--- src/fmop_pkg.sv ---
// ----------------------------------------------------------------------------
// fmop_pkg: shared types, codes and tables of the FM operator
// Item structs, command and stage codes, register indexes and the
// quarter-wave sine table built at elaboration.
// ----------------------------------------------------------------------------
package fmop_pkg;

    localparam int PHASE_BITS       = 24;
    localparam int SINE_TABLE_DEPTH = 1024;
    localparam int LEVEL_BITS       = 24;

    localparam int SINE_BITS    = $clog2(SINE_TABLE_DEPTH);
    localparam int SINE_QUARTER = SINE_TABLE_DEPTH / 4;
    localparam int SINE_XSH     = 32 - SINE_BITS;

    localparam int CFG_IDX_BITS  = 3;
    localparam int CFG_DATA_BITS = 24;

    // request commands
    localparam logic [1:0] CMD_TICK     = 2'd0;
    localparam logic [1:0] CMD_NOTE_ON  = 2'd1;
    localparam logic [1:0] CMD_NOTE_OFF = 2'd2;

    // envelope stages
    localparam logic [2:0] ST_ATTACK  = 3'd0;
    localparam logic [2:0] ST_DECAY   = 3'd1;
    localparam logic [2:0] ST_SUSTAIN = 3'd2;
    localparam logic [2:0] ST_RELEASE = 3'd3;
    localparam logic [2:0] ST_OFF     = 3'd4;

    // waveforms
    localparam logic [1:0] WAVE_SINE   = 2'd0;
    localparam logic [1:0] WAVE_SAW    = 2'd1;
    localparam logic [1:0] WAVE_SQUARE = 2'd2;
    localparam logic [1:0] WAVE_TRI    = 2'd3;

    // register indexes
    localparam logic [CFG_IDX_BITS-1:0] CFG_PHASE_STEP    = 3'd0;
    localparam logic [CFG_IDX_BITS-1:0] CFG_WAVE_SELECT   = 3'd1;
    localparam logic [CFG_IDX_BITS-1:0] CFG_AMPLITUDE     = 3'd2;
    localparam logic [CFG_IDX_BITS-1:0] CFG_MOD_DEPTH     = 3'd3;
    localparam logic [CFG_IDX_BITS-1:0] CFG_ATTACK_STEP   = 3'd4;
    localparam logic [CFG_IDX_BITS-1:0] CFG_DECAY_STEP    = 3'd5;
    localparam logic [CFG_IDX_BITS-1:0] CFG_SUSTAIN_LEVEL = 3'd6;
    localparam logic [CFG_IDX_BITS-1:0] CFG_RELEASE_STEP  = 3'd7;

    typedef struct packed {
        logic [1:0]         command;
        logic signed [15:0] modulation;
        logic [15:0]        pitch_bend;
        logic [15:0]        velocity;
    } t_in_item;

    typedef struct packed {
        logic signed [15:0] sample;
        logic [2:0]         env_phase;
    } t_out_item;

    typedef struct packed {
        logic accept;
        logic en_phase;
        logic en_wave;
        logic en_mul1;
        logic load_out;
    } t_dp_cmd;

    typedef struct packed {
        logic tick_sounds;
    } t_dp_sts;

    typedef logic [16:0] t_sine_tab [SINE_QUARTER];

    function automatic longint mul_q30(longint a, longint b);
        logic        neg;
        logic [63:0] m;
        logic [63:0] r;
        neg = (a < 0);
        m   = neg ? 64'(-a) : 64'(a);
        r   = (m * 64'(b)) >> 30;
        return neg ? -longint'(r) : longint'(r);
    endfunction

    // positive quarter-wave value at x = j / SINE_QUARTER of a quarter turn
    function automatic logic [16:0] sine_eval(int j);
        longint x;
        longint x2;
        longint p;
        longint s;
        x  = longint'(j) <<< SINE_XSH;
        x2 = mul_q30(x, x);
        p  = 172272;
        p  = -5026994 + mul_q30(p, x2);
        p  = 85569306 + mul_q30(p, x2);
        p  = -693598668 + mul_q30(p, x2);
        p  = 1686629713 + mul_q30(p, x2);
        s  = mul_q30(p, x);
        if (s < 0) begin
            s = 0;
        end
        if (s > (longint'(1) <<< 30)) begin
            s = longint'(1) <<< 30;
        end
        return 17'((s + 16384) >>> 15);
    endfunction

    function automatic t_sine_tab sine_build();
        t_sine_tab t;
        for (int i = 0; i < SINE_QUARTER; i++) begin
            t[i] = sine_eval(i);
        end
        return t;
    endfunction

    localparam t_sine_tab   SINE_TAB  = sine_build();
    localparam logic [16:0] SINE_PEAK = sine_eval(SINE_QUARTER);

endpackage

--- src/fmop_ctrl.sv ---
// ----------------------------------------------------------------------------
// fmop_ctrl: sequencing of one sample tick
// Input and output handshakes, step enables for the datapath.
// ----------------------------------------------------------------------------
module fmop_ctrl (
    input  logic              i_clk,
    input  logic              i_rst_n,
    input  logic              i_in_valid,
    output logic              o_in_stall,
    output logic              o_out_valid,
    input  logic              i_out_stall,
    input  fmop_pkg::t_dp_sts i_sts,
    output fmop_pkg::t_dp_cmd o_cmd
);
    import fmop_pkg::*;

    typedef enum logic [2:0] {
        S_IDLE,
        S_PHASE,
        S_WAVE,
        S_MUL1,
        S_MUL2
    } t_state;

    t_state r_state, n_state;
    logic   r_out_valid, n_out_valid;
    logic   accept;
    logic   load_out;

    assign accept   = (r_state == S_IDLE) && i_in_valid;
    assign load_out = (r_state == S_MUL2) && (!r_out_valid || !i_out_stall);

    always_comb begin
        n_state = r_state;
        unique case (r_state)
            S_IDLE: begin
                if (accept && i_sts.tick_sounds) begin
                    n_state = S_PHASE;
                end
            end
            S_PHASE: n_state = S_WAVE;
            S_WAVE:  n_state = S_MUL1;
            S_MUL1:  n_state = S_MUL2;
            S_MUL2: begin
                // hold the finished sample until the output register frees
                if (load_out) begin
                    n_state = S_IDLE;
                end
            end
            default: n_state = S_IDLE;
        endcase
    end

    always_comb begin
        n_out_valid = r_out_valid;
        if (load_out) begin
            n_out_valid = 1'b1;
        end else if (!i_out_stall) begin
            n_out_valid = 1'b0;
        end
    end

    always_ff @(posedge i_clk) begin
        if (!i_rst_n) begin
            r_state     <= S_IDLE;
            r_out_valid <= 1'b0;
        end else begin
            r_state     <= n_state;
            r_out_valid <= n_out_valid;
        end
    end

    assign o_in_stall  = (r_state != S_IDLE);
    assign o_out_valid = r_out_valid;

    assign o_cmd.accept   = accept;
    assign o_cmd.en_phase = (r_state == S_PHASE);
    assign o_cmd.en_wave  = (r_state == S_WAVE);
    assign o_cmd.en_mul1  = (r_state == S_MUL1);
    assign o_cmd.load_out = load_out;

endmodule

--- config.mk ---
export PLATFORM = sky130hd
export DESIGN_NAME = fmop_ctrl
export DESIGN_NICKNAME = d
export VERILOG_FILES = /design/src/fmop_pkg.sv /design/src/fmop_ctrl.sv
export SDC_FILE = /design/constraint.sdc
export NUM_CORES = 1
export LEC_CHECK = 0
export ABC_AREA = 1
export BUFFER_PORTS_ARGS = -buffer_cell sky130_fd_sc_hd__buf_2
export CORE_AREA = 2 2 39 41
export CTS_CLUSTER_SIZE = 30
export DETAILED_ROUTE_END_ITERATION = 12
export DIE_AREA = 0 0 41 43
export PLACE_DENSITY = 0.34
export SETUP_SLACK_MARGIN = 0.5
export SYNTH_ARGS = -nofsm -noshare
export SYNTH_HDL_FRONTEND = slang
export SYNTH_SLANG_ARGS = --single-unit
export TNS_END_PERCENT = 20
--- constraint.sdc ---
create_clock -name i_clk -period 1 [get_ports i_clk]
set_input_delay 0.1 -clock i_clk [delete_from_list [all_inputs] [get_ports i_clk]]
set_output_delay 0.1 -clock i_clk [all_outputs]
set_load 0.03 [all_outputs]
==> Flow_metrics.wiki, run 1 <==
{| class="wikitable"
! Metric !! Value
|-
| Buffer levels on the longest clock path || 2
|-
| Critical-path maximum fanout || 4
|-
| Antenna fix cells || 0
|-
| Final max-slew violation count || 0
|-
| Cell types with the largest area share after synthesis || sky130_fd_sc_hd__dfxtp_1, sky130_fd_sc_hd__inv_1, sky130_fd_sc_hd__nand3_1, sky130_fd_sc_hd__buf_4, sky130_fd_sc_hd__nand2_1
|-
| Relative slew margins || 0.895
|-
| Worst Path Arrival || 1.03 ns
|-
| Number of enable-type register cells in the synthesized netlist || 0
|-
| CTS tree || built
|-
| Synthesis Warnings || 0
|-
| Number of standard cells after synthesis || 32
|-
| P_sw || 0.000217 W
|-
| Total Wirelength || 454 um
|-
| Final weighted congestion in routability-driven placement || 0.691
|-
| Post-route ant nets || 0
|-
| Power per unit of standard cell area || 1730 mW/mm^2
|-
| Port-buffer cells || 11
|-
| Via count of the first global-routing pass || 203
|-
| Hold Fails Final Rpt || 0
|-
| RSZ-0062 raised after global routing || yes
|-
| Dominant cell by count in the synthesized netlist || sky130_fd_sc_hd__inv_1
|-
| Maximum resistive drop on vdd || 0.000601 V
|-
| Global-route wire length before repair || 745 um
|-
| Primary flip-flop cell chosen by synthesis mapping || sky130_fd_sc_hd__dfxtp_1
|-
| Outcome || finished, violations left
|-
| Synth Net Count || 37
|-
| Average size of a mapped cell || 6.61 um^2
|-
| Fin cells || 60
|-
| Initial detailed-routing violation count || 3
|-
| Period utilisation layout || 1.13
|-
| Cts-stage hold buffer count || 0
|-
| Final Hold Slack || 0.144 ns
|-
| Async S/R FF share, synth || 0
|-
| Relative contribution of the clock network to total power || 0.306
|-
| CP startpoint kind || register
|-
| Post-layout nets || 51
|-
| Share of cells above drive strength 1 || 0.568
|-
| Path type of the worst setup path || reg -> out
|-
| Clock insertion delay at the later pin of the skew report || 0.23 ns
|-
| Static leakage power || 0.194 nW
|-
| Root Driver || sky130_fd_sc_hd__clkbuf_4
|-
| Number of placement rows || 14
|-
| Switching share of total power || 0.352
|-
| Post-route DRC || 0
|-
| Synth top area share || 0.379
|-
| CTS clk-pin slew, worst paths || 0.03 ns
|-
| Total routing resource utilization after global routing || 0.0673
|-
| Width of the die || 41 um
|-
| Most used standard cells in the synthesized netlist || sky130_fd_sc_hd__inv_1, sky130_fd_sc_hd__nand3_1, sky130_fd_sc_hd__dfxtp_1, sky130_fd_sc_hd__nand2_1, sky130_fd_sc_hd__nor2_1
|-
| Number of iterations in the first detailed-routing pass || 2
|-
| Area grow syn2layout || 68.6%
|-
| Antenna violations before repair || 0
|-
| HPWL Detailed || 369 um
|-
| Routed wirelength normalized by instance count || 7.57 um
|-
| Number of vias after detailed routing || 214
|-
| Sequential element share of the synthesized area || 0.379
|-
| Mapped cell area || 211 um^2
|-
| Tot Pwr || 0.000617 W
|-
| Violations in the final reports || negative setup slack
|-
| Flip-flop and latch count after synthesis || 4
|-
| Worst min-delay path class || in -> reg
|-
| Design internal power || 0.000400 W
|-
| Critical Path End Type || output pin
|-
| Maximum achievable frequency || 888 MHz
|-
| Total setup violations reported at the end of the flow || 6
|-
| I/O pins || 12
|-
| Slew at the pin closest to its max-slew limit || 0.157 ns
|-
| Final clock skew || 0.000146 ns
|-
| Pin count of the biggest net entering global routing || 5
|-
| Filler cells || 160
|-
| Data required time of the critical path || 0.90 ns
|-
| Number of H-tree branching levels || 1
|-
| Core Footprint || 0.00138 mm^2
|-
| Clock buffers created by TritonCTS || 3
|-
| Part of the total power dissipated in sequential elements || 0.318
|-
| Number of maximum-capacitance violations || 0
|-
| Post-CTS setup buffer count || 0
|-
| Placed cell count || 57
|-
| Leftover overflow at the end of global routing || 0
|-
| Starting density of the core || 0.153
|-
| Setup ws final || -0.126 ns
|-
| Number of distinct library cells after synthesis || 10
|-
| Most area-hungry cell type in the Yosys netlist || sky130_fd_sc_hd__dfxtp_1
|-
| Die area || 0.00176 mm^2
|-
| Clock sink total || 4
|-
| Die outline height || 43 um
|-
| Final Core Density || 0.258
|-
| Post-layout min period || 1.13 ns
|-
| Share of total power in combinational logic || 0.376
|-
| Avg Vias per Cell || 3.57
|}
placed cells by master, fill, tap and decap left out:
master and n:
sky130_fd_sc_hd__dfxtp_4 2, sky130_fd_sc_hd__nand3_1 5, sky130_fd_sc_hd__a21oi_1 2, sky130_fd_sc_hd__clkbuf_4 3, sky130_fd_sc_hd__nand2_1 3, sky130_fd_sc_hd__nor2_4 2
sky130_fd_sc_hd__a21oi_2 1, sky130_fd_sc_hd__nand2_4 1, sky130_fd_sc_hd__inv_2 1, sky130_fd_sc_hd__buf_4 2, sky130_fd_sc_hd__nor2_2 1, sky130_fd_sc_hd__nor2_1 2
sky130_fd_sc_hd__inv_1 7, sky130_fd_sc_hd__buf_2 5, sky130_fd_sc_hd__dfxtp_2 2, sky130_fd_sc_hd__buf_6 4, sky130_fd_sc_hd__nand2_2 1
registers in the layout (all words and copies together), names as in the netlist:
register / count
r_state: 3
o_out_valid: 1
final cells by class:
class                           instances  area [um^2]  area share
Clock buffer                            3         22.5      0.0632
Inverter                                8         30.0      0.0842
Multi-Input combinational cell         18          109       0.305
Sequential cell                         4         90.1       0.253
Tap cell                               16         20.0      0.0561
Timing Repair Buffer                   11         85.1       0.239
layer usage:
layer	GRT usage	wire [um]
met1	0.0707	229
met3	0.0785	40
met5	0	0
met2	0.0938	184
met4	0	0
stage by stage:
stage / area, um^2 / worst slack, ns / TNS, ns
6_report: 357 / -0.126 / -0.565
5_1_grt: 357 / -0.182 / -0.940
4_1_cts: 337 / -0.152 / -0.644
3_5_place_dp: 288 / 0.0621 / 0
3_3_place_gp: 288 / 0.0621 / 0
2_1_floorplan: 228 / 0.0658 / 0
kinds of logic (layout without fill, tap and decap cells):
family | after synthesis | in the layout | share of synthesized area
compound gates | 3 | 3 | 0.0888
simple gates | 15 | 15 | 0.320
buf+inv | 10 | 22 | 0.213
flops | 4 | 4 | 0.379
timing repair:
action	4_1_cts	5_1_grt
pin swaps	1	1
endpoints found under the setup margin	11	11
gates cloned	0	0
resized for setup	11	6
final timing paths:
kind | from | to | slack, ns | cells past startpoint
worst max-delay path | r_state[0]$_SDFFE_PN0P_ | o_cmd[2] | -0.13 | 4
worst min-delay path | i_out_stall | o_out_valid$_SDFFE_PN0P_ | 0.14 | 3
worst max register to register | r_state[0]$_SDFFE_PN0P_ | r_state[0]$_SDFFE_PN0P_ | 0.16 | 4
worst min register to register | o_out_valid$_SDFFE_PN0P_ | o_out_valid$_SDFFE_PN0P_ | 0.48 | 2
worst max-delay path, stage by stage, from the launching register on:
cell                      delay (ns)
sky130_fd_sc_hd__dfxtp_4        0.35
sky130_fd_sc_hd__nor2_4         0.17
sky130_fd_sc_hd__nand2_2        0.08
sky130_fd_sc_hd__inv_1          0.07
sky130_fd_sc_hd__buf_6          0.12
power groups by stage:
| stage | clock [W] | combinational [W] | sequential (W) |
|---|---|---|---|
| floorplan | 0 | 0.000156 | 0.000194 |
| global placement | 0 | 0.000195 | 0.000198 |
| detailed placement | 0 | 0.000194 | 0.000196 |
| CTS | 0.000201 | 0.000215 | 0.000198 |
| global route | 0.000211 | 0.000252 | 0.000199 |
| finish | 0.000189 | 0.000232 | 0.000196 |
(Power assumes the default switching activity.)
==> inputs of run 2 (changes only) <==
--- a/constraint.sdc
+++ b/constraint.sdc
@@ -3,2 +3,2 @@
 set_output_delay 0.1 -clock i_clk [all_outputs]
-set_load 0.03 [all_outputs]
+set_load 0.01 [all_outputs]
==> Flow_metrics.wiki, run 2 (synthesis gave the netlist of run 1 again) <==
{| class="wikitable"
! Metric !! Value
|-
| Antenna violations before repair || 0
|-
| Cts-stage hold buffer count || 0
|-
| Number of iterations in the first detailed-routing pass || 1
|-
| Port-buffer cells || 11
|-
| Avg Vias per Cell || 3.94
|-
| Area grow syn2layout || 64.5%
|-
| Initial detailed-routing violation count || 0
|-
| Total routing resource utilization after global routing || 0.0812
|-
| Number of vias after detailed routing || 244
|-
| Die area || 0.00176 mm^2
|-
| Leading cell types in the layout, fill and taps excluded || sky130_fd_sc_hd__buf_2, sky130_fd_sc_hd__inv_1, sky130_fd_sc_hd__nand3_1
|-
| Static leakage power || 0.200 nW
|-
| CTS clk-pin slew, worst paths || 0.04 ns
|-
| Path type of the worst setup path || reg -> out
|-
| Design internal power || 0.000391 W
|-
| Violations in the final reports || negative setup slack
|-
| Final Hold Slack || 0.152 ns
|-
| Total Wirelength || 520 um
|-
| Area of all placed cells without fillers || 348 um^2
|-
| Core Footprint || 0.00138 mm^2
|-
| Period utilisation layout || 1.10
|-
| Via count of the first global-routing pass || 224
|-
| Clock buffers created by TritonCTS || 3
|-
| Pin count of the biggest net entering global routing || 5
|-
| Worst Path Arrival || 1.00 ns
|-
| Commonest non-fill, non-tap cell in the layout || sky130_fd_sc_hd__buf_2
|-
| Relative contribution of the clock network to total power || 0.348
|-
| Final max-slew violation count || 0
|-
| Routed wirelength normalized by instance count || 8.39 um
|-
| Reg2Reg Depth || 6
|-
| Clock sink total || 4
|-
| Part of the total power dissipated in sequential elements || 0.363
|-
| Number of maximum-capacitance violations || 0
|-
| Flip-flop count of the largest register, all copies and words added || 3
|-
| Antenna fix cells || 0
|-
| Width of the die || 41 um
|-
| Share of cells above drive strength 1 || 0.587
|-
| Power per unit of standard cell area || 1620 mW/mm^2
|-
| Maximum achievable frequency || 911 MHz
|-
| Final weighted congestion in routability-driven placement || 0.659
|-
| Post-layout min period || 1.10 ns
|-
| CP startpoint kind || register
|-
| Root Driver || sky130_fd_sc_hd__clkbuf_4
|-
| Hold Fails Final Rpt || 0
|-
| Setup_tns || -0.315 ns
|-
| Relative slew margins || 0.899
|-
| RSZ-0062 raised after global routing || yes
|-
| Setup ws final || -0.0973 ns
|-
| Final clock skew || 0.00203 ns
|-
| Post-route ant nets || 0
|-
| I/O pins || 12
|-
| Switching share of total power || 0.308
|-
| Global-route wire length before repair || 890 um
|-
| Leftover overflow at the end of global routing || 0
|-
| Cell area after placement || 282 um^2
|-
| Outcome || finished, violations left
|-
| Maximum resistive drop on vdd || 0.000376 V
|-
| Number of placement rows || 14
|-
| Number of H-tree branching levels || 1
|-
| Post-placement setup slack || 0.131 ns
|-
| Post-route DRC || 0
|-
| Die outline height || 43 um
|-
| CTS tree || built
|-
| Data required time of the critical path || 0.90 ns
|-
| Post-layout nets || 53
|-
| Largest Register || r_state
|-
| Total setup violations reported at the end of the flow || 5
|-
| Starting density of the core || 0.153
|-
| Final Core Density || 0.251
|-
| Share of total power in combinational logic || 0.289
|-
| Buffer levels on the longest clock path || 2
|-
| P_sw || 0.000174 W
|-
| Clock insertion delay at the later pin of the skew report || 0.23 ns
|-
| Cell count of the worst hold path || 3
|-
| Slew at the pin closest to its max-slew limit || 0.152 ns
|-
| Critical-path maximum fanout || 4
|-
| Critical Path End Type || output pin
|-
| Worst min-delay path class || in -> reg
|}
==> run 2: cell type report <==
class / count / area, um^2
repair buffers: 13 / 76.3
well taps: 16 / 20.0
flip-flops and latches: 4 / 92.6
multi-input cells: 18 / 106
clock buffers: 3 / 22.5
inverters: 8 / 30.0
fillers: 163 / 1040
==> run 2: final timing paths <==
kind / start / to / slack (ns)
worst max-delay path: r_state[2]$_SDFFE_PN0P_ / o_cmd[4] / -0.1
worst min register to register: o_out_valid$_SDFFE_PN0P_ / o_out_valid$_SDFFE_PN0P_ / 0.50
worst min-delay path: i_rst_n / r_state[1]$_SDFFE_PN0P_ / 0.15
worst max register to register: r_state[2]$_SDFFE_PN0P_ / r_state[0]$_SDFFE_PN0P_ / 0
==> run 2: per-layer routing <==
layer / track usage / part of all wire / vias to the layer above
met5: 0 / 0 / -
met4: 0.100 / 0 / 0
met3: 0.0314 / 0.035 / 0
met2: 0.106 / 0.58 / 6
met1: 0.0833 / 0.38 / 113
li1: - / - / 125
==> run 2: per-stage QoR <==
step,total power (W),instances
after detailed placement,0.000334,57
final,0.000565,62
after global placement,0.000337,57
after CTS,0.000559,61
after global routing,0.000613,62
after floorplan,0.000293,32
==> run 2: repair_timing <==
action	in CTS	in global routing
setup buffers	1	1
gates resized for setup	7	3
pin swaps	3	2
endpoints found under the setup margin	11	11
==> run 2: worst max-delay path, stage by stage, from the launching register on <==
cell,delay [ns]
sky130_fd_sc_hd__dfxtp_4,0.35
sky130_fd_sc_hd__nor2_4,0.14
sky130_fd_sc_hd__nand2_2,0.07
sky130_fd_sc_hd__nor2_1,0.08
sky130_fd_sc_hd__buf_2,0.13
==> run 2: power by group through the flow <==
stage	Clock, W	Combinational [W]	Sequential, W
finish	0.000197	0.000163	0.000205
global route	0.000221	0.000185	0.000207
CTS	0.000208	0.000153	0.000198
detailed placement	0	0.000136	0.000198
global placement	0	0.000137	0.000200
floorplan	0	0.000100	0.000193
==> inputs of run 3 (changes only) <==
- clock period: 1 -> 1.35 ns (I/O delays scaled with it)
==> Flow_metrics.wiki, run 3 (synthesis gave the netlist of run 1 again) <==
{| class="wikitable"
! Metric !! Value
|-
| CP startpoint kind || register
|-
| Number of H-tree branching levels || 1
|-
| HPWL Detailed || 374 um
|-
| Leading cell types in the layout, fill and taps excluded || sky130_fd_sc_hd__buf_2, sky130_fd_sc_hd__inv_1, sky130_fd_sc_hd__nand3_1
|-
| Routed wirelength normalized by instance count || 7.75 um
|-
| Slew at the pin closest to its max-slew limit || 0.145 ns
|-
| Final max-slew violation count || 0
|-
| Critical-path maximum fanout || 4
|-
| Total Wirelength || 473 um
|-
| Final Core Density || 0.230
|-
| Leftover overflow at the end of global routing || 0
|-
| Antenna fix cells || 0
|-
| Crit path buffers/inverters || 1
|-
| Number of iterations in the first detailed-routing pass || 2
|-
| Area grow syn2layout || 50.3%
|-
| Total setup violations reported at the end of the flow || 0
|-
| I/O pins || 12
|-
| Final clock skew || 0.00245 ns
|-
| Core Footprint || 0.00138 mm^2
|-
| Path type of the worst setup path || reg -> out
|-
| Period utilisation layout || 0.834
|-
| Pin count of the biggest net entering global routing || 5
|-
| Starting density of the core || 0.153
|-
| Port-buffer cells || 11
|-
| CTS clk-pin slew, worst paths || 0.04 ns
|-
| Power per unit of standard cell area || 1270 mW/mm^2
|-
| Width of the die || 41 um
|-
| Outcome || complete, no violations
|-
| Via count of the first global-routing pass || 223
|-
| Post-layout min period || 1.13 ns
|-
| Setup_tns || 0 ns
|-
| Initial detailed-routing violation count || 2
|-
| Maximum resistive drop on vdd || 0.000254 V
|-
| Antenna violations before repair || 0
|-
| Number of maximum-capacitance violations || 0
|-
| Flip-flop count of the largest register, all copies and words added || 3
|-
| Post-layout nets || 52
|-
| Maximum achievable frequency || 888 MHz
|-
| Critical Path End Type || output pin
|-
| Hold Fails Final Rpt || 0
|-
| Die outline height || 43 um
|-
| Final weighted congestion in routability-driven placement || 0.676
|-
| Total routing resource utilization after global routing || 0.0762
|-
| Number of placement rows || 14
|-
| Relative slew margins || 0.903
|-
| Worst Path Arrival || 0.99 ns
|-
| Global-route wire length before repair || 800 um
|-
| Share of cells above drive strength 1 || 0.511
|-
| Clock sink total || 4
|-
| Commonest non-fill, non-tap cell in the layout || sky130_fd_sc_hd__buf_2
|-
| Static leakage power || 0.192 nW
|-
| Die area || 0.00176 mm^2
|-
| Data required time of the critical path || 1.22 ns
|-
| Slowest library cell on the worst path || sky130_fd_sc_hd__dfxtp_2
|-
| Worst min-delay path class || in -> reg
|-
| Gate family responsible for the most delay along the worst path || flip-flops
|-
| Largest Register || r_state
|-
| Clock insertion delay at the later pin of the skew report || 0.24 ns
|-
| Clock buffers created by TritonCTS || 3
|-
| Cts-stage hold buffer count || 0
|-
| Post-route DRC || 0
|-
| Buffer levels on the longest clock path || 2
|-
| CTS tree || built
|-
| Number of vias after detailed routing || 234
|-
| Avg Vias per Cell || 3.84
|-
| Critical path's largest stage delay || 0.34 ns
|-
| RSZ-0062 raised after global routing || yes
|-
| Cell-by-cell listing of the critical path || nor2_4, nand2_2, nor2_1, buf_2
|-
| Root Driver || sky130_fd_sc_hd__clkbuf_4
|-
| Post-route ant nets || 0
|}
==> run 3: area by class of cell <==
type / instances / area (um^2)
Multi-Input combinational cell: 18 / 96.3
Inverter: 8 / 30.0
Timing Repair Buffer: 12 / 62.6
Clock buffer: 3 / 22.5
Sequential cell: 4 / 86.3
Fill cell: 169 / 1070
Tap cell: 16 / 20.0
==> run 3: worst reg2reg max path: cells and delay by family (launching register included) <==
family | cells | cell delay, ns
buf+inv | 1 | 0.12
flops | 1 | 0.34
simple gates | 3 | 0.28
==> run 3: path summary, 6_finish.rpt <==
kind	from	to	slack [ns]	depth (start not counted)
worst max-delay path	r_state[2]$_SDFFE_PN0P_	o_cmd[4]	0.22	4
worst min-delay path	i_out_stall	o_out_valid$_SDFFE_PN0P_	0.17	3
worst max register to register	r_state[2]$_SDFFE_PN0P_	r_state[0]$_SDFFE_PN0P_	0.53	4
worst min register to register	o_out_valid$_SDFFE_PN0P_	o_out_valid$_SDFFE_PN0P_	0.47	2
==> run 3: timing repair <==
action / 4_1_cts / 5_1_grt
setup endpoints to repair: 6 / 7
buffers inserted: 0 / 1
resized for setup: 4 / 0
pin swaps: 3 / 1
==> run 3: power breakdown <==
group,internal [W],switching (W)
registers,0.000132,0.0000142
clock network,0.0000996,0.0000514
logic,0.0000498,0.0000575
==> run 3: through the flow <==
stage          instances  setup WS [ns]  power, W  hold WS, ns  instance area, um^2
2_1_floorplan         32          0.452  0.000216        0.305                  220
3_3_place_gp          57          0.417  0.000246        0.430                  280
3_5_place_dp          57          0.421  0.000245        0.418                  280
4_1_cts               60          0.195  0.000411        0.165                  310
5_1_grt               61          0.150  0.000445        0.180                  318
6_report              61          0.224  0.000404        0.173                  318
==> run 3: per-layer routing <==
layer,routed length (um),GRT usage,vias up
li1,-,-,120
met1,188,0.0801,99
met2,195,0.0844,11
met3,44,0.0157,4
met4,44,0.140,0
met5,0,0,-
